File: src/design/pcp_pkg.sv
package pcp_pkg;

    // sample and run limits
    localparam int SAMPLE_BITS = 16;
    localparam int MAX_SAMPLES = 65536;

    // accumulator widths
    localparam int CNT_W  = $clog2(MAX_SAMPLES) + 1;
    localparam int SUM_W  = 33;
    localparam int SUMQ_W = 48;

    // one finished run handed from the accumulator to the finisher
    typedef struct packed {
        logic [CNT_W-1:0]  n;
        logic [SUM_W-1:0]  sx;
        logic [SUM_W-1:0]  sy;
        logic [SUMQ_W-1:0] sxx;
        logic [SUMQ_W-1:0] syy;
        logic [SUMQ_W-1:0] sxy;
    } t_job;

    // queue status seen by the top level and the back
    typedef struct packed {
        logic       full;
        logic       empty;
        logic [1:0] level;
    } t_qstat;

endpackage

File: src/design/pcp_front.sv
module pcp_front (
    input  logic              i_clk,
    input  logic              i_rst_n,
    input  logic              i_accept,
    input  logic [15:0]       i_x_sample,
    input  logic [15:0]       i_y_sample,
    input  logic              i_last_sample,
    output logic              o_job_push,
    output pcp_pkg::t_job     o_job
);
    import pcp_pkg::*;

    logic [CNT_W-1:0]  r_n,   n_n;
    logic [SUM_W-1:0]  r_sx,  n_sx;
    logic [SUM_W-1:0]  r_sy,  n_sy;
    logic [SUMQ_W-1:0] r_sxx, n_sxx;
    logic [SUMQ_W-1:0] r_syy, n_syy;
    logic [SUMQ_W-1:0] r_sxy, n_sxy;

    logic [15:0] xe, ye;
    logic [31:0] pxx, pyy, pxy;
    logic        room;

    // sign extend the used sample bits
    assign xe = {{(17-SAMPLE_BITS){i_x_sample[SAMPLE_BITS-1]}},
                 i_x_sample[SAMPLE_BITS-2:0]};
    assign ye = {{(17-SAMPLE_BITS){i_y_sample[SAMPLE_BITS-1]}},
                 i_y_sample[SAMPLE_BITS-2:0]};

    assign pxx = 32'($signed(xe) * $signed(xe));
    assign pyy = 32'($signed(ye) * $signed(ye));
    assign pxy = 32'($signed(xe) * $signed(ye));

    assign room = (r_n < CNT_W'(MAX_SAMPLES));

    // sums including the current word while the run has room
    always_comb begin
        n_n   = r_n;
        n_sx  = r_sx;
        n_sy  = r_sy;
        n_sxx = r_sxx;
        n_syy = r_syy;
        n_sxy = r_sxy;
        if (room) begin
            n_n   = r_n + CNT_W'(1);
            n_sx  = r_sx + {{(SUM_W-16){xe[15]}}, xe};
            n_sy  = r_sy + {{(SUM_W-16){ye[15]}}, ye};
            n_sxx = r_sxx + {{(SUMQ_W-32){1'b0}}, pxx};
            n_syy = r_syy + {{(SUMQ_W-32){1'b0}}, pyy};
            n_sxy = r_sxy + {{(SUMQ_W-32){pxy[31]}}, pxy};
        end
    end

    assign o_job_push = i_accept && i_last_sample;
    assign o_job = '{n: n_n, sx: n_sx, sy: n_sy, sxx: n_sxx, syy: n_syy, sxy: n_sxy};

    // accumulate, clear on reset and after the last word of a run
    always_ff @(posedge i_clk) begin
        if (!i_rst_n || o_job_push) begin
            r_n   <= '0;
            r_sx  <= '0;
            r_sy  <= '0;
            r_sxx <= '0;
            r_syy <= '0;
            r_sxy <= '0;
        end else if (i_accept) begin
            r_n   <= n_n;
            r_sx  <= n_sx;
            r_sy  <= n_sy;
            r_sxx <= n_sxx;
            r_syy <= n_syy;
            r_sxy <= n_sxy;
        end
    end

endmodule

File: config.mk
export PLATFORM = sky130hd
export DESIGN_NAME = pcp_front
export DESIGN_NICKNAME = d
export VERILOG_FILES = /design/src/design/pcp_pkg.sv /design/src/design/pcp_front.sv
export SDC_FILE = /design/constraint.sdc
export NUM_CORES = 2
export LEC_CHECK = 0
export ABC_CLOCK_PERIOD_IN_PS = 14500
export BUFFER_PORTS_ARGS = -buffer_cell sky130_fd_sc_hd__buf_2
export CAP_MARGIN = 20
export CORE_ASPECT_RATIO = 2
export CORE_MARGIN = 5
export CORE_UTILIZATION = 60
export CTS_CLUSTER_DIAMETER = 60
export DETAILED_ROUTE_END_ITERATION = 10
export PLACE_DENSITY = 0.79
export SETUP_SLACK_MARGIN = 0.05
export SYNTH_ARGS = -nofsm -noshare
export SYNTH_HDL_FRONTEND = slang
export SYNTH_SLANG_ARGS = --single-unit
File: constraint.sdc
create_clock -name i_clk -period 14.5 [get_ports i_clk]
set_input_delay 2.175 -clock i_clk [delete_from_list [all_inputs] [get_ports i_clk]]
set_output_delay 2.175 -clock i_clk [all_outputs]
set_load 0.03 [all_outputs]
Word level (Yosys, flattened, before mapping)
Cells that the tools add are included.

storage, ports and cells
  output and inout bits = 228
  word-level logic and storage cells = 25
  bits of input ports = 36
  bits in registers = 227

cells by class
  multiplexer cells = 6
  magnitude comparators = 1
  $mul = 3
  reductions and logical operators = 3
  add/sub/neg operators = 6

operators by type and width
  operator                                                          number
  48-bit two-way mux                                                3
  48-bit by 32-bit adder with 48-bit output                         2
  16-bit by 16-bit multiplier with 32-bit output                    3
  33-bit adder                                                      2
  33-bit two-way mux                                                2
  48-bit adder                                                      1
  17-bit by 1-bit adder with 17-bit output (second input constant)  1
  17-bit less-than comparator (second input constant)               1
  17-bit two-way mux                                                1
  1-bit logical AND                                                 1
  1-bit zero test                                                   1
  1-bit logical OR                                                  1

Logic depth before layout (Yosys ltp)
  depth after elaboration = 3
  gate-level depth with buffers = 39
  gate-level depth less buffers = 36

Worst setup path before layout
OpenSTA, ideal clock, no wires.

  path kind = input to output
  from = input port i_y_sample[7]
  to = output port o_job[46] (netlist name)
  stages on the path = 35
  required time = 12325 ps
  arrival time = 11186 ps
  slack = 1139 ps
  path buffers = 3
  cell sequence = clkbuf_1 clkbuf_1 nand2_1 fa_1 inv_1 fa_1 inv_1 fa_1 inv_1 fa_1 fa_1 inv_1 fa_1 inv_1 ha_1 a21oi_1 o21ai_0 or3_1 o21ai_2 o31ai_1 o311a_1 o2111a_1 a211oi_2 ha_1 clkbuf_1 a21oi_1 o21bai_1 a21o_1 a21o_1 a21o_1 a21oi_1 o31ai_1 a221oi_1 xor2_1 o21ai_0

RTL lines
  item         line            text
  from (decl)  pcp_front.sv:6  input logic [15:0] i_y_sample,
  to (decl)    pcp_front.sv:9  output pcp_pkg::t_job o_job

==> results.cfg <==
[sta]
period_share_pct = 94.5
timing_hold_violations_final = 0
endpoints_failing_setup = 0
clock-skew-final_ns = 0.0120
relSlewSlack_pct = 30.4
drv_slew = 0
finalCriticalPeriod_ns = 13.70
max_freq_mhz = 73.0
setup_tns_ns = 0
unrepaired_setup_endpoints_after_global_routing = no
worstMarginPinSlew_ns = 1.04

[die]
chipWidth_um = 208
std_cell_rows = 145
pin_count = 264
die-height_um = 406
design.core.area_mm2 = 0.0780
initial_cell_density_of_the_core_pct = 60.2
dieArea_mm2 = 0.0844

[synth]
ys_seq_elements = 227
leading_register_cell_type_out_of_synthesis = sky130_fd_sc_hd__dfxtp_1
syn_area_mm2 = 0.0470
mappedNetlistNets = 6885
synth-simple-area-share_pct = 16.2
synthesis.area_per_instance_um2 = 8.28
ys_async_sr_fraction_pct = 0
post-synth-top-area-cell = sky130_fd_sc_hd__fa_1
post_synth_fa_ha_maj_area_fraction_pct = 43.1
synth_compound_area_share_pct = 12.5
yosys-mux-area-fraction_pct = 2.18
synth.yosys.warnings = 0
synth-edff-count = 0
synthCells = 5677
number_of_distinct_library_cells_after_synthesis = 81
seq_area_frac_synth_pct = 9.67
largest_family_of_logic_cells_by_synthesized_area = adder cells
netlist_top_cells_area = sky130_fd_sc_hd__fa_1 32%, sky130_fd_sc_hd__ha_1 11%, sky130_fd_sc_hd__dfxtp_1 9.7%
yosys.area.top_type_share_pct = 31.7
post_synth_xor_area_fraction_pct = 6.36

[setup_path]
timing.critical_path.to_type = output port
timing.reg2reg.worst_path_depth = 13
reg2reg_to = r_sxy[36]$_SDFFE_PP0P_
crit_start = i_x_sample[9]
max_stage_delay_ns = 0.57
kind_of_critical_path = primary input to output port
critPathRequiredTime_ns = 12.32
timing.rr.start = r_sxy[0]$_SDFFE_PP0P_
critPathMaxFanout = 34
critical_path.slowest_cell = sky130_fd_sc_hd__buf_2
setup.worst_path.end = o_job[41]
cp_num_cells = 34
worst_path_most_repeated_cell = sky130_fd_sc_hd__fa_1
critPathTopFamily = adder cells
register_to_register_setup_slack_ns = 10.55
critical_path.n_buffers_inverters = 6
startpoint_type = primary input
arrival_ns = 11.52

[global_routing]
grt_util_met2_pct = 57.5
grt.met3_usage_pct = 6.88
global_route.usage.total_pct = 32.0
grt_overflow = 0
top_usage_layer_grt = met2
grt_max_degree = 219
grtUsageMet1_pct = 34.2
first_pass_grt_wire_length_um = 217000
antenna_violations_before_repair = 4
first_global_vias = 42300

[layout]
num-fill-cells = 6697
layout-drive-gt1-share_pct = 7.36
number_of_nets_in_the_finished_design = 6997
flow.area_growth_from_synthesis_pct = 6.32
layout.area.seq_mm2 = 0.00455
layout.core_utilization_pct = 64.0
multiInputGateArea_mm2 = 0.0377

[placement]
dp.final_hpwl_um = 109000
numPortBuffers = 263
place.gp.congestion = 0.989

[cts]
worst_skew_pair.late_latency_ns = 0.54
clock_tree.htree_level_count = 1
clock-root-buffer = sky130_fd_sc_hd__clkbuf_16
clock_sink_count = 227
clkSlewWorstSetupHoldPaths_ns = 0.07
postCtsHoldBufs = 0
post_cts_resized = 0
cts_made_buffers = 21
cts_max_path_buffers = 3
cts_tree = yes
postCtsSetupBuffers = 0

[run]
max-cap-violations = 0

[routing]
routed_wl_um = 136000
drt_iter0_drc = 2484
drc = 0
drt.antenna.violating_nets = 0
drt_first_pass_iters = 7
wire_per_inst_um = 19.9
num_vias = 40000
detail_route.vias_per_cell = 5.85

[worst_hold_path]
hold_path.class = flop to flop

[status]
result_of_the_run = completed
[cells by family after synthesis]
family	Yosys count
simple gates	1644
buf+inv	1259
fa+ha+maj	1172
compound gates	934
xor+xnor	341
flops	227
mux	100
[through the flow]
step | setup slack, ns | hold slack [ns] | std cells | area, um^2
finish | 0.803 | 0.478 | 6835 | 50000
global route | 0.269 | 0.511 | 6832 | 50000
CTS | 0.885 | 0.480 | 6832 | 50000
detailed placement | 0.918 | 0.469 | 6795 | 49200
global placement | 0.989 | 0.457 | 6795 | 49200
floorplan | 1.14 | 0.449 | 5677 | 47000
[cells in the final DEF, fill, tap and decap left out, types with 226 or more instances in the layout]
cell,count
sky130_fd_sc_hd__a21oi_1,238
sky130_fd_sc_hd__buf_2,262
sky130_fd_sc_hd__dfxtp_1,226
sky130_fd_sc_hd__fa_1,743
sky130_fd_sc_hd__ha_1,429
sky130_fd_sc_hd__inv_1,1011
sky130_fd_sc_hd__nand2_1,614
sky130_fd_sc_hd__nor2_1,405
sky130_fd_sc_hd__o21ai_0,288
[cells in the mapped netlist, drive strengths merged, types with 7 or more instances]
library cell / n
a21oi: 238
nor4: 20
nor2b: 30
o21bai: 35
mux2i: 83
o21a: 44
mux2: 17
and2: 213
clkbuf: 220
nand2b: 37
and3: 32
clkinv: 7
nand4: 39
a211o: 9
or2: 13
or3: 25
o21ai: 294
xor2: 129
inv: 1015
o211ai: 15
buf: 17
nor3: 82
a221oi: 7
o2111ai: 9
nor2: 406
a21boi: 9
and4: 7
ha: 429
or4: 15
a2111oi: 7
a21o: 117
nand3: 88
a31oi: 32
a211oi: 27
fa: 743
dfxtp: 227
o31ai: 29
nor3b: 7
nand2: 616
xnor2: 212
[sequential cells by signal (all words and copies together) (netlist names)]
register and count:
r_sx 33, r_sxx 48, r_n 17, r_sy 33
r_syy 48, r_sxy 48
[layout make-up]
type                       instances  area share [%]
tap                             1029            2.58
sequential                       227            9.10
inverter                        1022            7.68
multi-input combinational       4191            75.5
timing repair buffer             326            3.62
clock inverter                    16           0.416
clock buffer                      21            1.05
antenna                            3          0.0150
[worst min-delay path, cell delays in order, from the launching register on]
cell	delay, ns
sky130_fd_sc_hd__dfxtp_1	0.33
sky130_fd_sc_hd__nand2_1	0.06
sky130_fd_sc_hd__a21oi_1	0.05
[routing by layer]
metal  wire, um  part of all wire (%)  vias to the layer above
li1           -                     -                    18300
met1      46800                    34                    19600
met2      68000                    50                     1568
met3      10700                   7.8                      569
met4      10500                   7.7                        2
met5         13                0.0096                        -
[how the worst min path moves through the flow]
stage	startpoint	to	slack, ns	depth (start not counted)
global route	r_sx[21]$_SDFFE_PP0P_	r_sx[21]$_SDFFE_PP0P_	0.51	2
detailed placement	r_sx[21]$_SDFFE_PP0P_	r_sx[21]$_SDFFE_PP0P_	0.47	2
CTS	r_sxx[29]$_SDFFE_PP0P_	r_sxx[29]$_SDFFE_PP0P_	0.48	2
global placement	r_sxx[29]$_SDFFE_PP0P_	r_sxx[29]$_SDFFE_PP0P_	0.46	2
floorplan	r_sx[21]$_SDFFE_PP0P_	r_sx[21]$_SDFFE_PP0P_	0.45	2
finish	r_sxx[29]$_SDFFE_PP0P_	r_sxx[29]$_SDFFE_PP0P_	0.48	2
Power is left out: the tool's default activity adds up to more than one toggle a clock period on the data nets, which glitch-free logic cannot reach.
