==> src/design/pcp_pkg.sv <==
package pcp_pkg;

    // sample and run limits
    localparam int SAMPLE_BITS = 16;
    localparam int MAX_SAMPLES = 65536;

    // accumulator widths
    localparam int CNT_W  = $clog2(MAX_SAMPLES) + 1;
    localparam int SUM_W  = 33;
    localparam int SUMQ_W = 48;

    // one finished run handed from the accumulator to the finisher
    typedef struct packed {
        logic [CNT_W-1:0]  n;
        logic [SUM_W-1:0]  sx;
        logic [SUM_W-1:0]  sy;
        logic [SUMQ_W-1:0] sxx;
        logic [SUMQ_W-1:0] syy;
        logic [SUMQ_W-1:0] sxy;
    } t_job;

    // queue status seen by the top level and the back
    typedef struct packed {
        logic       full;
        logic       empty;
        logic [1:0] level;
    } t_qstat;

endpackage

==> src/design/pcp_job_fifo.sv <==
module pcp_job_fifo (
    input  logic              i_clk,
    input  logic              i_rst_n,
    input  logic              i_push,
    input  pcp_pkg::t_job     i_data,
    input  logic              i_pop,
    output pcp_pkg::t_job     o_data,
    output pcp_pkg::t_qstat   o_stat
);
    import pcp_pkg::*;

    t_job       r_mem [2];
    logic       r_wr, r_rd;
    logic [1:0] r_level;
    logic       do_push, do_pop;

    assign o_stat.full  = (r_level == 2'd2);
    assign o_stat.empty = (r_level == 2'd0);
    assign o_stat.level = r_level;
    assign do_push = i_push && !o_stat.full;
    assign do_pop  = i_pop && !o_stat.empty;
    assign o_data  = r_mem[r_rd];

    // storage
    always_ff @(posedge i_clk) begin
        if (do_push) begin
            r_mem[r_wr] <= i_data;
        end
    end

    // pointers and level
    always_ff @(posedge i_clk) begin
        if (!i_rst_n) begin
            r_wr    <= 1'b0;
            r_rd    <= 1'b0;
            r_level <= 2'd0;
        end else begin
            if (do_push) begin
                r_wr <= !r_wr;
            end
            if (do_pop) begin
                r_rd <= !r_rd;
            end
            r_level <= r_level + {1'b0, do_push} - {1'b0, do_pop};
        end
    end

endmodule

==> config.mk <==
export PLATFORM = sky130hd
export DESIGN_NAME = pcp_job_fifo
export DESIGN_NICKNAME = d
export VERILOG_FILES = /design/src/design/pcp_pkg.sv /design/src/design/pcp_job_fifo.sv
export SDC_FILE = /design/constraint.sdc
export NUM_CORES = 1
export LEC_CHECK = 0
export BUFFER_PORTS_ARGS = -buffer_cell sky130_fd_sc_hd__buf_2
export CORE_MARGIN = 2
export CORE_UTILIZATION = 24
export CTS_CLUSTER_DIAMETER = 150
export DETAILED_ROUTE_END_ITERATION = 16
export SYNTH_ARGS = -nofsm -noshare
export SYNTH_HDL_FRONTEND = slang
export SYNTH_SLANG_ARGS = --single-unit
==> constraint.sdc <==
create_clock -name i_clk -period 17 [get_ports i_clk]
set_input_delay 0.85 -clock i_clk [delete_from_list [all_inputs] [get_ports i_clk]]
set_output_delay 0.85 -clock i_clk [all_outputs]
set_load 0.02 [all_outputs]
# Yosys cells after proc, flatten, opt, wreduce, memory -nomap -nowiden

Memories as Yosys holds them, arrays and structs flattened. A register that Yosys moved wholly into a read port is not among the register bits.
Cells that the tools add are included.

Output and inout bits: 231
Memories kept: 1
Flip-flop bits (word level): 4
Memory bits (writable): 454
Bits in latches: 0
Bits in read-only memories: 0

Memory list:

| name  | words | width | rd ports | clocked after memory_dff | wr ports | line               | RTL |
|---|---|---|---|---|---|---|---|
| r_mem | 2     | 227   | 1        | 1                        | 1        | pcp_job_fifo.sv:12 | `t_job r_mem [2];` |

Bitwise operators: 0
Equality and inequality tests: 1
Div/mod/pow operators: 0
Shifts and indexed selects: 0
Order comparisons: 0
Multipliers: 0
Reductions and logical operators: 7
Add/subtract/negate cells: 2
Multiplexer cells: 4

Operators by type and width:

| operator             | count |
|---|---|
| $logic_not A1 Y1     | 4 |
| $mux W1              | 4 |
| $add A2 B1 Y2        | 1 |
| $eq A2 B2 Y1 const B | 1 |
| $logic_and A1 B1 Y1  | 2 |
| $logic_not A2 Y1     | 1 |
| $sub A2 B1 Y2        | 1 |

# Longest topological paths before layout

Gate-level depths: netlist (run 1).

Depth after elaboration: 5
Mapped depth: 8
Mapped depth without buffers: 8

# Least setup slack after synthesis (run 1)

OpenSTA, ideal clock, no wires.

Path kind: input to register
From: input port i_push
To: memory r_mem[0][0] (netlist name) (enable)
Data arrival time: 10.351 ns
Buffers on the path: 0
Stages: 2
Setup time: 0.818 ns
Setup slack: 5.831 ns
Cells stage by stage: nand2_1 > nor2_1

Cells in the longest elaborated chain, start to end: 3

Ends and longest elaborated chain:

| what                          | line               | RTL |
|---|---|---|
| start: declaration            | pcp_job_fifo.sv:4  | `input logic i_push,` |
| $logic_and A1 B1 Y1           | pcp_job_fifo.sv:20 | `assign do_push = i_push && !o_stat.full;` |
| $mux W1                       | pcp_job_fifo.sv:26 | `if (do_push) begin` |
| $mux W1 (not written as such) | pcp_job_fifo.sv:27 | `r_mem[r_wr] <= i_data;` |
| end: declaration              | pcp_job_fifo.sv:12 |  |

No other way between the ends.

==> run metrics, run 1 <==
Post-Syn Nets=slightly below 1000; share of post-route cells with drive strength above 1=roughly three fifths; initial core utilization=between 20 and 25%; design area=21590 um2; Die Ht=between 200 and 300 um; port buffer count=approximately 460; most numerous cell on the critical path=buf_4; Placer Congestion=about 0.78; initial antenna violation count=6; WL per Instance=around 17 um; Placement Setup Slack=~13 ns; Core ar.=around 69000 um2; final setup vio count=0; CP cell instances=buf_4 -> buf_4 -> mux2_2 -> buf_2; CTS root buffer=clkbuf_16; hold_ws=0.4729 ns; Tightest Hold Check Type=input pin to flip-flop; first-pass GRT wire length=around 53000 um; CTS tree=yes; YS warnings=0; Worst path max stage delay=between 0.8 and 0.9 ns; Vias=roughly 8600; Synth Register Bits=~460; CP max stage cell=buf_4; vias in the first global route=slightly above 9000; arrival time worst endpoint=between 3 and 4 ns; die width=267.9 um; Final #Nets=~1500; setup ws final=12.54 ns; Detailed Routing Iterations Pass 1=4; CP endpoint kind=primary output; I/O pin count=around 460; most frequent cells in the layout=buf_2, edfxtp_1, mux2_2, clkbuf_16, mux2_4; PD cells=between 150 and 200 nW/um2; commonest non-fill, non-tap cell in the layout=buf_2; status=finished, final reports clean; pin count of the biggest net entering global routing=140; headroom to the max-slew limit=between 20% and 30%; H-Tree Depth=2; length in cells of the worst reg-to-reg path=4; Yosys cell types=19; CTS Buf Count=a little under 50; Total Wirelength=roughly 37000 um; Area Overhead vs Synth=29.17%; placed cell count=roughly 2100; Total GRT Usage=approximately a tenth; fin crit period=roughly 4.5 ns; Seq/Total Area, Yosys=approximately 80%; Post-Place Cell Area=approximately 20000 um2; crit path max fanout=73; Mapped Cells=733; cts hold-fix bufs=0; asr flop ratio synth=0%; die area=between 70000 and 80000 um2; maxcap violations=0; initial drt markers=446; mapped cell area=16710 um2; TNS Setup=0 ns; top_reg_cell synth=edfxtp_1; final hold viol count=0; fin crit share=26.23%; Worst-Margin Slew=1.079 ns; fill count=a little under 7000; vias per cell=3.915; Worst Hold Depth=1; clock-pin slew on the worst setup and hold paths=0.07 ns; CTS max path bufs=3; Leakage=roughly 0.008 uW; critical path required time=between 15 and 20 ns; Post-CTS Resized=0; Slew Viols, Final=0; EDFF count, synth=454; Highest Clock Rate=between 200 and 250 MHz; critical path class=flip-flop to primary output; cell row count=96; skew final=about 0.015 ns; Worst-Skew Late Latency=between 0.5 and 0.6 ns; non-filler cells, final=2195; post-DP HPWL=between 20000 and 25000 um; VDD IR max=slightly below 0.09 mV; setup bufs post-CTS=0; Worst setup SP type=flip-flop; unrepaired setup endpoints after global routing=false; antenna-violating nets left=0; Avg Inst Size Synth=22.80 um2; # clock sinks=about 460; # DRC=0; global route overflow=0
cells by family after synthesis:
logic type | Yosys count | synth area share (%)
AND/OR/NAND/NOR | 13 | 0.3743
AO/OA/AOI/OAI | 1 | 0.04493
multiplexers | 228 | 16.03
flip-flops | 459 | 82.17
adder cells (fa/ha/maj) | 2 | 0.1497
buffers and inverters | 28 | 1.130
XOR/XNOR | 2 | 0.1048
layout make-up:
class                      count  area, um2  share of cell area [%]
sequential                   459      13740                   63.63
multi-input combinational    246       2804                   12.99
timing repair buffer         469       2380                   11.02
clock buffer                  55       1249                   5.784
tap                          931       1165                   5.396
clock inverter                29      235.2                   1.090
inverter                       3      11.26                 0.05216
antenna                        3      7.507                 0.03477
synth_stat cells, types with 2 or more instances:
cell        n  area, um2
and2_1      2      12.51
buf_2      10      50.05
buf_4      11      82.58
buf_6       4      45.04
dfxtp_1     5      100.1
edfxtp_1  454      13630
ha_1        2      25.02
inv_1       3      11.26
mux2_2    197       2218
mux2_4     30      450.4
nand2_1     2      7.510
nand2b_1    2      12.51
nor2_1      5      18.77
per-stage QoR:
step,power [uW],util [%]
2_1_floorplan,2269,-
3_3_place_gp,2529,29.20
3_5_place_dp,2542,29.20
4_1_cts,3570,31.36
5_1_grt,3669,31.37
6_report,3507,31.37
worst max-delay path: cells and delay by family (launching register included):
| kind | cells | cell delay, ns |
|---|---|---|
| buffers and inverters | 3 | 1.78 |
| DFF | 1 | 0.64 |
| muxes | 1 | 0.43 |
registers in the layout, indices dropped and copies added, names as in the netlist, named ones only:
register	cells
r_mem	454
r_rd	1
r_level	2
r_wr	1
metal layers:
layer / GRT usage (%) / share of wire [%] / vias up
li1: - / - / 3919
met1: 10.32 / 36 / 4277
met2: 17.18 / 52 / 312
met3: 3.345 / 8.1 / 83
met4: 4.711 / 3.5 / 2
met5: 0 / 0.035 / -
where the power goes:
part           internal (uW)  leakage [uW]  switching [uW]  total, uW
clock                    583      0.000732             423       1010
combinational            381       0.00288             604        985
sequential              1460       0.00428            54.8       1520
final timing paths:
| kind | start | to | slack (ns) |
|---|---|---|---|
| worst max-delay path | flip-flop | o_data[127] | 12.54 |
| worst min-delay path | i_data[179] | r_mem[0][179] | 0.47 |
| worst max register to register | r_level[0] | r_mem[1][173] | 13.68 |
| worst min register to register | r_rd | r_rd | 0.52 |
(Power assumes the default switching activity.)
==> run 2, diff against run 1 <==
==> constraint.sdc (replaced) <==
create_clock -name i_clk -period 4.5 [get_ports i_clk]
set_input_delay 0.225 -clock i_clk [delete_from_list [all_inputs] [get_ports i_clk]]
set_output_delay 0.225 -clock i_clk [all_outputs]
set_load 0.02 [all_outputs]
==> run metrics, run 2 (synthesized netlist as in run 1, its figures left out) <==
status=finished, final reports clean; Vias=9476 (+10%); hold_ws=0.08323 ns (-0.3896 ns); Worst path max stage delay=0.94 ns (+0.11 ns); Total GRT Usage=10.33% (+0.62 points); maxcap violations=0 (unchanged); CP endpoint kind=primary output; critical path class=flip-flop to primary output; metal1 wirelength=15030 um (+11%); Worst-Skew Late Latency=0.58 ns (+0.02 ns); global route overflow=0 (unchanged); TNS Setup=0 ns (unchanged); unrepaired setup endpoints after global routing=false; WL per Instance=16.11 um (-4.6%); first-pass GRT wire length=57500 um (+8.4%); Highest Clock Rate=between 300 and 400 MHz; Largest Register=r_mem; Die Ht=267.9 um (unchanged); arrival time worst endpoint=2.62 ns (-0.99 ns); clock-pin slew on the worst setup and hold paths=0.06 ns (about the same); I/O pin count=462 (unchanged); post-DP HPWL=25440 um (+2.6%); fill count=6491 (-3.8%); PD cells=567.2 nW/um2 (+250%); CTS root buffer=clkbuf_16; Worst setup SP type=flip-flop; CTS Buf Count=51 (+4.1%); initial drt markers=478 (+7.2%); WL met3=2936 um (-2.5%); initial antenna violation count=3 (-3); # DRC=0 (unchanged); antenna-violating nets left=0 (unchanged); crit path max fanout=59 (-19%); Worst-Margin Slew=0.9394 ns (-0.1392 ns); Total Wirelength=39350 um (+6.1%); Final #Nets=1702 (+16%); fin crit share=approximately 63%; non-filler cells, final=2442 (+11%); Largest regs=r_mem (454), r_level (2); headroom to the max-slew limit=37.37% (+9.3 points); cell row count=96 (unchanged); final hold viol count=0 (unchanged); Slew Viols, Final=0 (unchanged); Area Overhead vs Synth=44.44%; top routing layer used=met4; Final Power=13690 uW (+290%); Detailed Routing Iterations Pass 1=4 (unchanged); Tightest Hold Check Type=input pin to flip-flop; VDD IR max=0.3961 mV (+350%); DR WL met2=20110 um (+4.6%); most frequent cells in the layout=buf_2, edfxtp_1, dlygate4sd3_1, mux2_2, clkbuf_16; fin crit period=around 2.8 ns; Core ar.=68830 um2 (unchanged); critical path required time=4.28 ns (-11.87 ns); share of post-route cells with drive strength above 1=51.89% (-8.7 points); die area=71770 um2 (unchanged); die width=267.9 um (unchanged); vias per cell=3.880 (-0.88%); commonest non-fill, non-tap cell in the layout=buf_2; initial core utilization=24.28% (unchanged); H-Tree Depth=2 (unchanged); pin count of the biggest net entering global routing=125 (-11%); CTS max path bufs=3 (unchanged); vias in the first global route=10470 (+14%); skew final=0.01385 ns (-0.001420 ns); placed cell count=2119 (+0.52%); Placer Congestion=0.7265 (-6.3%); Leakage=0.008963 uW (+14%); CP max stage cell=dfxtp_4; final setup vio count=0 (unchanged); CP cell instances=buf_4 -> mux2_2 -> buf_2; max reg flops=454 (unchanged); CTS tree=yes; # clock sinks=459 (unchanged); port buffer count=461 (unchanged)
[run 2: critical path: cells and delay by family (launching register included)]
family / cells / cell delay (ns)
multiplexers: 1 / 0.40
flip-flops: 1 / 0.94
buffers and inverters: 2 / 0.67
[run 2: cell type report]
cell class              count  area (um2)  area share, %
well taps                 931        1165          4.825
flip-flops and latches    459       13740          56.92
repair buffers            708        4807          19.91
diodes                      2       5.005        0.02073
clock buffers              59        1328          5.499
clock inverters            34       280.3          1.161
inverters                   3       11.26        0.04665
multi-input cells         246        2804          11.61
[run 2: repair_timing]
item                                   4_1_cts  5_1_grt
buffers inserted                             0        0
endpoints found under the hold margin      459        0
resized for setup                            0        0
hold buffers                               228        0
[run 2: power by group]
| group | internal (uW) | total (uW) | leakage, uW | switching, uW |
|---|---|---|---|---|
| Sequential | 5520 | 5760 | 0.00428 | 240 |
| Combinational | 1630 | 3970 | 0.00391 | 2340 |
| Clock | 2330 | 3970 | 0.000775 | 1630 |
| Total | 9480 | 13700 | 0.00896 | 4210 |
[run 2: path summary, 6_finish.rpt]
path               from             to  slack, ns  cells past startpoint
max reg2reg  r_level[0]  r_mem[1][168]       2.33                      3
min              i_push           r_wr       0.08                      3
max           flip-flop    o_data[117]       1.66                      3
min reg2reg        r_rd           r_rd       0.55                      2
[run 2: metal layers]
layer	global-route usage, %	vias to the layer above
met5	0	-
met4	4.062	0
met3	3.473	83
met2	18.54	321
met1	11.18	4665
li1	-	4407
[run 2: through the flow]
stage / setup slack (ns) / util [%] / area, um2
floorplan: 0.01619 / - / 16730
global placement: 2.260 / 29.42 / 20250
detailed placement: 2.193 / 29.42 / 20250
CTS: 1.534 / 35.07 / 24140
global route: 1.468 / 35.07 / 24140
finish: 1.659 / 35.07 / 24140
