File: src/design/pcp_pkg.sv
package pcp_pkg;

    // sample and run limits
    localparam int SAMPLE_BITS = 16;
    localparam int MAX_SAMPLES = 65536;

    // accumulator widths
    localparam int CNT_W  = $clog2(MAX_SAMPLES) + 1;
    localparam int SUM_W  = 33;
    localparam int SUMQ_W = 48;

    // one finished run handed from the accumulator to the finisher
    typedef struct packed {
        logic [CNT_W-1:0]  n;
        logic [SUM_W-1:0]  sx;
        logic [SUM_W-1:0]  sy;
        logic [SUMQ_W-1:0] sxx;
        logic [SUMQ_W-1:0] syy;
        logic [SUMQ_W-1:0] sxy;
    } t_job;

    // queue status seen by the top level and the back
    typedef struct packed {
        logic       full;
        logic       empty;
        logic [1:0] level;
    } t_qstat;

endpackage

File: src/design/pcp_back.sv
module pcp_back (
    input  logic              i_clk,
    input  logic              i_rst_n,
    input  pcp_pkg::t_job     i_job,
    input  pcp_pkg::t_qstat   i_qstat,
    output logic              o_job_pop,
    input  logic              i_pop,
    output logic              o_empty,
    output logic [15:0]       o_correlation,
    output logic              o_zero_variance
);
    import pcp_pkg::*;

    typedef enum logic [4:0] {
        ST_IDLE = 5'b00001,
        ST_MUL  = 5'b00010,
        ST_SQRT = 5'b00100,
        ST_DIV  = 5'b01000,
        ST_OUT  = 5'b10000
    } t_state;

    t_state         r_state;
    t_job           r_job;
    logic [2:0]     r_op;
    logic           r_ld;
    logic [127:0]   r_ma;
    logic [63:0]    r_mb;
    logic [127:0]   r_acc;
    logic [63:0]    r_tmp, r_vx, r_vy;
    logic [64:0]    r_num;
    logic [123:0]   r_d;
    logic [65:0]    r_rem;
    logic [61:0]    r_root;
    logic [5:0]     r_cnt;
    logic [15:0]    r_q;
    logic [15:0]    r_res_corr;
    logic           r_res_zv;
    logic           r_out_valid;

    logic [63:0]  opa, opb;
    logic [63:0]  ax, ay, axy, n64;
    logic         sx_neg, sy_neg, sxy_neg;
    logic [63:0]  vy_new;
    logic [64:0]  t1, t2;
    logic [65:0]  sq_rem, sq_trial;
    logic [63:0]  mag;
    logic [65:0]  dv_rem;
    logic [15:0]  q_sat;
    logic         out_free;

    // operand magnitudes
    assign sx_neg  = r_job.sx[SUM_W-1];
    assign sy_neg  = r_job.sy[SUM_W-1];
    assign sxy_neg = r_job.sxy[SUMQ_W-1];
    assign n64 = {{(64-CNT_W){1'b0}}, r_job.n};
    assign ax  = {{(64-SUM_W){1'b0}}, (sx_neg ? SUM_W'(0) - r_job.sx : r_job.sx)};
    assign ay  = {{(64-SUM_W){1'b0}}, (sy_neg ? SUM_W'(0) - r_job.sy : r_job.sy)};
    assign axy = {{(64-SUMQ_W){1'b0}}, (sxy_neg ? SUMQ_W'(0) - r_job.sxy : r_job.sxy)};

    // operand select for each multiply of the sequence
    always_comb begin
        case (r_op)
            3'd0:    begin opa = n64; opb = {{(64-SUMQ_W){1'b0}}, r_job.sxx}; end
            3'd1:    begin opa = ax;  opb = ax; end
            3'd2:    begin opa = n64; opb = {{(64-SUMQ_W){1'b0}}, r_job.syy}; end
            3'd3:    begin opa = ay;  opb = ay; end
            3'd4:    begin opa = n64; opb = axy; end
            3'd5:    begin opa = ax;  opb = ay; end
            default: begin opa = r_vx; opb = r_vy; end
        endcase
    end

    assign vy_new = r_tmp - r_acc[63:0];
    assign t1 = sxy_neg ? 65'd0 - {1'b0, r_tmp} : {1'b0, r_tmp};
    assign t2 = (sx_neg ^ sy_neg) ? 65'd0 - {1'b0, r_acc[63:0]} : {1'b0, r_acc[63:0]};

    // square root step, two radicand bits per cycle
    assign sq_rem   = {r_rem[63:0], r_d[123:122]};
    assign sq_trial = {2'b00, r_root, 2'b01};

    // divide step on the shifted remainder
    assign mag    = r_num[64] ? 64'(65'd0 - r_num) : r_num[63:0];
    assign dv_rem = {r_rem[64:0], 1'b0};
    assign q_sat  = (r_q > 16'd32767) ? 16'd32767 : r_q;

    assign out_free  = !r_out_valid || i_pop;
    assign o_job_pop = (r_state == ST_IDLE) && !i_qstat.empty;

    // finisher sequencer
    always_ff @(posedge i_clk) begin
        if (!i_rst_n) begin
            r_state <= ST_IDLE;
        end else begin
            unique case (r_state)
                ST_IDLE: begin
                    if (!i_qstat.empty) begin
                        r_job   <= i_job;
                        r_op    <= 3'd0;
                        r_ld    <= 1'b1;
                        r_mb    <= '0;
                        r_acc   <= '0;
                        r_state <= ST_MUL;
                    end
                end
                ST_MUL: begin
                    if (r_ld) begin
                        // operands of the current multiply
                        r_ma  <= {64'd0, opa};
                        r_mb  <= opb;
                        r_acc <= '0;
                        r_ld  <= 1'b0;
                    end else if (r_mb != '0) begin
                        if (r_mb[0]) begin
                            r_acc <= r_acc + r_ma;
                        end
                        r_ma <= {r_ma[126:0], 1'b0};
                        r_mb <= {1'b0, r_mb[63:1]};
                    end else begin
                        case (r_op)
                            3'd1: r_vx <= r_tmp - r_acc[63:0];
                            3'd3: r_vy <= vy_new;
                            3'd5: r_num <= t1 - t2;
                            3'd6: r_d <= r_acc[123:0];
                            default: r_tmp <= r_acc[63:0];
                        endcase
                        r_acc <= '0;
                        if (r_op == 3'd3 && (r_vx == '0 || vy_new == '0)) begin
                            r_res_corr <= '0;
                            r_res_zv   <= 1'b1;
                            r_state    <= ST_OUT;
                        end else if (r_op == 3'd6) begin
                            r_rem   <= '0;
                            r_root  <= '0;
                            r_cnt   <= '0;
                            r_state <= ST_SQRT;
                        end else begin
                            r_op <= r_op + 3'd1;
                            r_ld <= 1'b1;
                        end
                    end
                end
                ST_SQRT: begin
                    r_d <= {r_d[121:0], 2'b00};
                    if (sq_rem >= sq_trial) begin
                        r_rem  <= sq_rem - sq_trial;
                        r_root <= {r_root[60:0], 1'b1};
                    end else begin
                        r_rem  <= sq_rem;
                        r_root <= {r_root[60:0], 1'b0};
                    end
                    r_cnt <= r_cnt + 6'd1;
                    if (r_cnt == 6'd61) begin
                        r_cnt   <= '0;
                        r_q     <= '0;
                        r_state <= ST_DIV;
                    end
                end
                ST_DIV: begin
                    if (r_cnt == 6'd0 && (r_root == '0 || mag >= {2'b00, r_root})) begin
                        // magnitude of one or more
                        r_res_corr <= r_num[64] ? 16'd0 - 16'd32767 : 16'd32767;
                        r_res_zv   <= 1'b0;
                        r_state    <= ST_OUT;
                    end else if (r_cnt == 6'd16) begin
                        r_res_corr <= r_num[64] ? 16'd0 - q_sat : q_sat;
                        r_res_zv   <= 1'b0;
                        r_state    <= ST_OUT;
                    end else begin
                        logic [65:0] rem_in;
                        rem_in = (r_cnt == 6'd0) ? {1'b0, mag, 1'b0} : dv_rem;
                        if (r_cnt == 6'd15) begin
                            if (rem_in >= {4'd0, r_root}) begin
                                r_q <= r_q + 16'd1;
                            end
                        end else if (rem_in >= {4'd0, r_root}) begin
                            r_rem <= rem_in - {4'd0, r_root};
                            r_q   <= {r_q[14:0], 1'b1};
                        end else begin
                            r_rem <= rem_in;
                            r_q   <= {r_q[14:0], 1'b0};
                        end
                        r_cnt <= r_cnt + 6'd1;
                    end
                end
                ST_OUT: begin
                    if (out_free) begin
                        r_state <= ST_IDLE;
                    end
                end
                default: r_state <= ST_IDLE;
            endcase
        end
    end

    // result register toward the consumer
    always_ff @(posedge i_clk) begin
        if (!i_rst_n) begin
            r_out_valid <= 1'b0;
        end else if (r_state == ST_OUT && out_free) begin
            r_out_valid     <= 1'b1;
            o_correlation   <= r_res_corr;
            o_zero_variance <= r_res_zv;
        end else if (i_pop) begin
            r_out_valid <= 1'b0;
        end
    end

    assign o_empty = !r_out_valid;

endmodule

File: config.mk
export PLATFORM = sky130hd
export DESIGN_NAME = pcp_back
export DESIGN_NICKNAME = d
export VERILOG_FILES = /design/src/design/pcp_pkg.sv /design/src/design/pcp_back.sv
export SDC_FILE = /design/constraint.sdc
export NUM_CORES = 2
export LEC_CHECK = 0
export ABC_AREA = 1
export BUFFER_PORTS_ARGS = -buffer_cell sky130_fd_sc_hd__buf_2
export CORE_MARGIN = 5
export CORE_UTILIZATION = 59
export CTS_BUF_LIST = sky130_fd_sc_hd__clkbuf_4 sky130_fd_sc_hd__clkbuf_8
export DETAILED_ROUTE_END_ITERATION = 10
export PLACE_DENSITY = 0.88
export RECOVER_POWER = 50
export SYNTH_ARGS = -nofsm -noshare
export SYNTH_HDL_FRONTEND = slang
export SYNTH_SLANG_ARGS = --single-unit
File: constraint.sdc
create_clock -name i_clk -period 13.3 [get_ports i_clk]
set_clock_uncertainty 0.2 [all_clocks]
set_input_delay 1.995 -clock i_clk [delete_from_list [all_inputs] [get_ports i_clk]]
set_output_delay 1.995 -clock i_clk [all_outputs]
set_load 0.01 [all_outputs]
### After elaboration in Yosys (flattened, before gate mapping)

Cells that the tools add are included.

* bits in registers: 1121
* bits in latches: 0
* memory bits (writable): 0
* bits in read-only memories: 0
* bits of input ports: 234
* output and inout port bits: 19
* logic and storage cells: 220
* memories kept: 0

* $add $sub $neg: 15
* $mul: 0
* divide/modulo/power cells: 0
* $lt $le $gt $ge: 4
* eq/ne operators: 31
* shifts and indexed selects: 0
* muxes and demuxes: 94
* bitwise gates (word level): 5
* reduce and logical (&&, ||, !) cells: 44

Operator list (count)
* $mux 65: 11
* $mux 128: 5
* $mux 124: 3
* $mux 64: 5
* $pmux 64 s5: 1
* $pmux 128 s2: 1
* $mux 62: 4
* $pmux 124 s2: 1
* $mux 16: 13
* $pmux 65 s3: 1
* $pmux 64 s3: 1
* $sub 1x64->65 const A: 2
* $add 128x128->128: 1
* $logic_not 64->1: 2
* $pmux 64 s2: 1
* $pmux 62 s2: 1
* $ge 66x62->1: 1
* $ge 66x64->1: 1
* $mux 33: 2
* $mux 66: 1
* $sub 1x33->33 const A: 2
* $sub 65x62->65: 1
* $sub 65x64->65: 1
* $sub 65x65->65: 1
* 55 further kinds: 130

### Logic depth before layout (Yosys ltp)

* word-level depth: 9
* depth in mapped cells: 32
* gate-level depth less buffers: 32

### Worst setup path after synthesis

Ideal clock, no wire load.

* kind: input -> register
* start: input i_qstat[2] in the netlist's numbering
* end: register r_job (netlist bit n64[0]) (enable)
* arrival: 11.725 ns
* data required time: 12.282 ns
* path slack: 0.557 ns
* cell stages on the path: 3
* path buffers: 0
* cell sequence: nor2_1 -> inv_1 -> nor2_1

* word-level cells in the longest chain between the ends: 2

Ends and longest elaborated chain
* from (decl): RTL line pcp_back.sv:5 `input pcp_pkg::t_qstat i_qstat,`
* $not 1->1 (no line)
* $reduce_and 3->1 (no line)
* to (signal assigned): RTL line pcp_back.sv:97 `r_job <= i_job;`
* to (decl): RTL line pcp_back.sv:23 `t_job r_job;`

No other way between the ends.
A chain may end at the register's enable or synchronous reset.

### Worst setup path after layout

* start: register r_state[2]
* end: register r_ma[59] (enable)

* word-level cells in the longest chain between the ends: 2

Ends and longest elaborated chain
* from (decl): RTL line pcp_back.sv:22 `t_state r_state;`
* from (signal assigned): RTL line pcp_back.sv:92 `r_state <= ST_IDLE;`
* from (signal assigned): RTL line pcp_back.sv:102 `r_state <= ST_MUL;`
* from (signal assigned): RTL line pcp_back.sv:130 `r_state <= ST_OUT;`
* $eq 5x2->1: RTL line pcp_back.sv:94 `unique case (r_state)`
* $reduce_and 3->1 (no line)
* to (signal assigned): RTL line pcp_back.sv:108 `r_ma <= {64'd0, opa};`
* to (signal assigned): RTL line pcp_back.sv:116 `r_ma <= {r_ma[126:0], 1'b0};`
* to (decl): RTL line pcp_back.sv:26 `logic [127:0] r_ma;`

No other way between the ends.

==> key figures <==
Status
  • Outcome: finished, violations left
  • Failing checks: max-capacitance violations, max-slew violations

Final layout
  • Layout cell share with drive strength beyond 1: under 10%
  • NumNets Final: about 12,000
  • Non-Filler Instances: between 10,000 and 15,000
  • Area Growth Syn to Fin: 8.315%
  • Commonest non-fill, non-tap cell in the layout: nand2_1
  • Finished Cell Area: approximately 89,000 um^2
  • Most frequent cells in the layout: 2,351 x nand2_1, 1,697 x inv_1, 1,346 x nor2_1, 1,107 x edfxtp_1, 870 x a21oi_1

Drt
  • Routed length per placed instance: 22.28 um
  • DRC viols: 0
  • Routed vias/inst: ~6.1
  • Final wirelength: 292.2 mm
  • Met1 wire length: about 110 mm
  • TritonRoute pass-1 iters: 9
  • Max Used Layer: met5
  • Final ANT Viol Nets: 0
  • Met2 Wirelength: ~130 mm
  • DR vias: roughly 80,000
  • Initial DRC Count: 10,180
  • Metal3 WL: about 31 mm

Power and ir drop
  • Peak VDD IR: between 0.1 and 0.15 mV
  • P_leak: ~0.038 uW
  • PD cells: around 100 nW/um^2

Floorplan
  • Core area: around 140,000 um^2
  • # rows: ~140
  • Die Span Y: 383.6 um
  • Initial Util: 59.17%
  • Die width: around 380 um
  • Top Ports: 253
  • Die area: between 100,000 and 150,000 um^2

Synthesis
  • FFs w/ async S/R, synth: 0%
  • #FFs+latches synth: around 1,100
  • Cell Area, Synth: 82,350 um^2
  • Synth Instances: around 11,000
  • Synth Flop Type: edfxtp_1
  • Unique cell type count in the Yosys netlist: between 70 and 80
  • Synth Net Count: 11,510
  • Sequential cell area fraction in the yosys report: 40.51%
  • Syn_area_per_cell: 7.610 um^2
  • Yosys warning count: 0
  • Post-synth EDFFs: 1,107

Worst setup path
  • CP arrival: about 9.6 ns
  • Worst Setup SP: r_state[2]
  • CP endpoint kind: flop
  • CP required: about 14 ns
  • WS Path Type: reg2reg
  • R2R cell count: 9
  • CP startpoint kind: flop
  • FF-to-FF Start: r_state[2]
  • Worst Path Max Fanout: between 60 and 70

CTS
  • Num CTS Buffers: between 150 and 200
  • Post-CTS Hold Buffers: 0
  • Post-CTS sizing: 0
  • Clk_lat worst skew: between 0.9 and 1 ns
  • H-tree Lvls: 4
  • CTS tree: yes
  • Clk slew on worst S/H paths: around 0.060 ns
  • Clk buf depth: 3
  • Clk sinks: between 1,000 and 1,500
  • CTS Root Cell: clkbuf_8
  • Post-CTS setup buffers: 0

STA
  • Pins Over Slew Limit: between 800 and 900
  • F_max: roughly 0.11 GHz
  • Fin crit share: ~70%
  • Hold WS: around 0.22 ns
  • Least-Margin Pin Slew: between 4 and 5 ns
  • Final period demand of the worst path: a little over 9 ns
  • Setup TNS Final: 0 ns
  • Worst rel slew slack: -167.7%
  • Final Hold Viols: 0
  • Unrepaired setup endpoints after global routing: false
  • Finish-stage setup viols: 0

Job
  • Max_cap viols: 15

GRT
  • Overflow after GRT: 0
  • Vias in the first global route: roughly 77,000
  • First-pass GRT wire length: approximately 440 mm
  • Initial antenna violation count: 15
  • Largest net degree at the start of global routing: 176
  • Total Routing Usage GR: approximately 38%

Min path
  • Start point of the worst hold path: r_res_corr[14]
  • Hold Crit Depth: 0
  • HP Class: reg2reg

Place
  • Area post-placement: roughly 86,000 um^2
  • # port buffers: ~250
  • Post-DP HPWL: 232.7 mm
  • Placed cells: 12,780
  • RePlAce Congestion: 1.117
## metal layers
metal  vias up  track usage (%)
met5         -                0
met4         2            21.65
li1      36960                -
met1     36850            46.74
met2      4756            63.67
met3      1002            8.331
## flip-flops by register name, summed over array words and instances (netlist names), 17 cells and up
register	flops
n64	17
r_acc	124
r_d	124
r_job	210
r_ma	124
r_mb	64
r_num	65
r_rem	65
r_root	62
r_tmp	64
r_vx	64
r_vy	64
## layout make-up
cell class / instances / area, um^2
fill: 12090 / 49990
multi-input combinational: 7762 / 41700
sequential: 1113 / 33360
inverter: 1710 / 6422
clock buffer: 246 / 2985
tap: 1876 / 2347
timing repair buffer: 320 / 1679
clock inverter: 80 / 673.1
antenna: 11 / 27.53
## logic make-up after synthesis
family                     count (synthesis)  synth area share, %
AOI/OAI and AO/OA                       2175                15.03
DFF                                     1113                40.51
xor gates and xnor gates                 472                5.020
buffers and inverters                   1946                8.984
and+or+nand+nor                         4656                23.45
adders and majority gates                457                6.980
muxes                                      2              0.02431
## final timing paths
kind / endpoint / slack (ns)
min: o_correlation[14] / 0.22
max: r_ma[59] / 4.05
min reg2reg: o_correlation[14] / 0.22
max reg2reg: r_ma[59] / 4.05
## through the flow
stage | setup WS, ns | power [uW] | util, %
after floorplan | 0.5569 | 5243 | -
after global placement | 5.778 | 5792 | 61.54
after detailed placement | 5.594 | 5825 | 61.54
after CTS | 5.562 | 8877 | 64.17
after global routing | 3.290 | 9251 | 64.08
final | 4.050 | 8944 | 64.09
## cells in the mapped netlist, drive strengths merged, types with 6 or more instances
cell / n / area [um^2]
clkinv: 7 / 26.28
nand3b: 43 / 322.8
a21o: 27 / 202.7
nand2: 2359 / 8877
o221ai: 14 / 122.6
o211ai: 46 / 345.3
o21bai: 32 / 240.2
buf: 49 / 277.8
o2111ai: 41 / 359.1
xor2: 309 / 2706
a211oi: 8 / 60.06
inv: 1703 / 6392
a21oi: 872 / 4364
a41oi: 8 / 70.07
o22ai: 6 / 37.54
a32o: 15 / 150.1
o21a: 101 / 765.7
and3: 6 / 37.54
nor4: 102 / 638.1
o31ai: 39 / 292.8
o21ai: 725 / 3662
xnor2: 163 / 1428
nand3: 437 / 2222
ha: 453 / 5668
clkbuf: 187 / 701.9
o311ai: 8 / 70.07
edfxtp: 1107 / 33240
nand4: 153 / 957.2
a221oi: 41 / 359.1
or2: 36 / 225.2
a21boi: 22 / 165.2
or4: 6 / 45.04
nor2: 1358 / 5129
a31oi: 153 / 957.2
dfxtp: 6 / 120.1
nor3: 142 / 752.0
## critical path: stages (launching register included)
cell,delay [ns]
dfxtp_1,0.33
nor2_1,0.22
nand4_1,0.11
clkbuf_1,0.63
inv_1,0.23
clkbuf_1,1.46
o21ai_0,0.83
nor2_1,1.18
clkbuf_1,2.33
buf_4,1.05
## power by group
part	total [uW]	leakage (uW)	internal (uW)	switching, uW
registers	4120	0.0105	4020	99.9
logic	1720	0.0255	499	1220
clock network	3110	0.00193	1610	1490
Note: power is estimated with default switching activity, not from simulation.
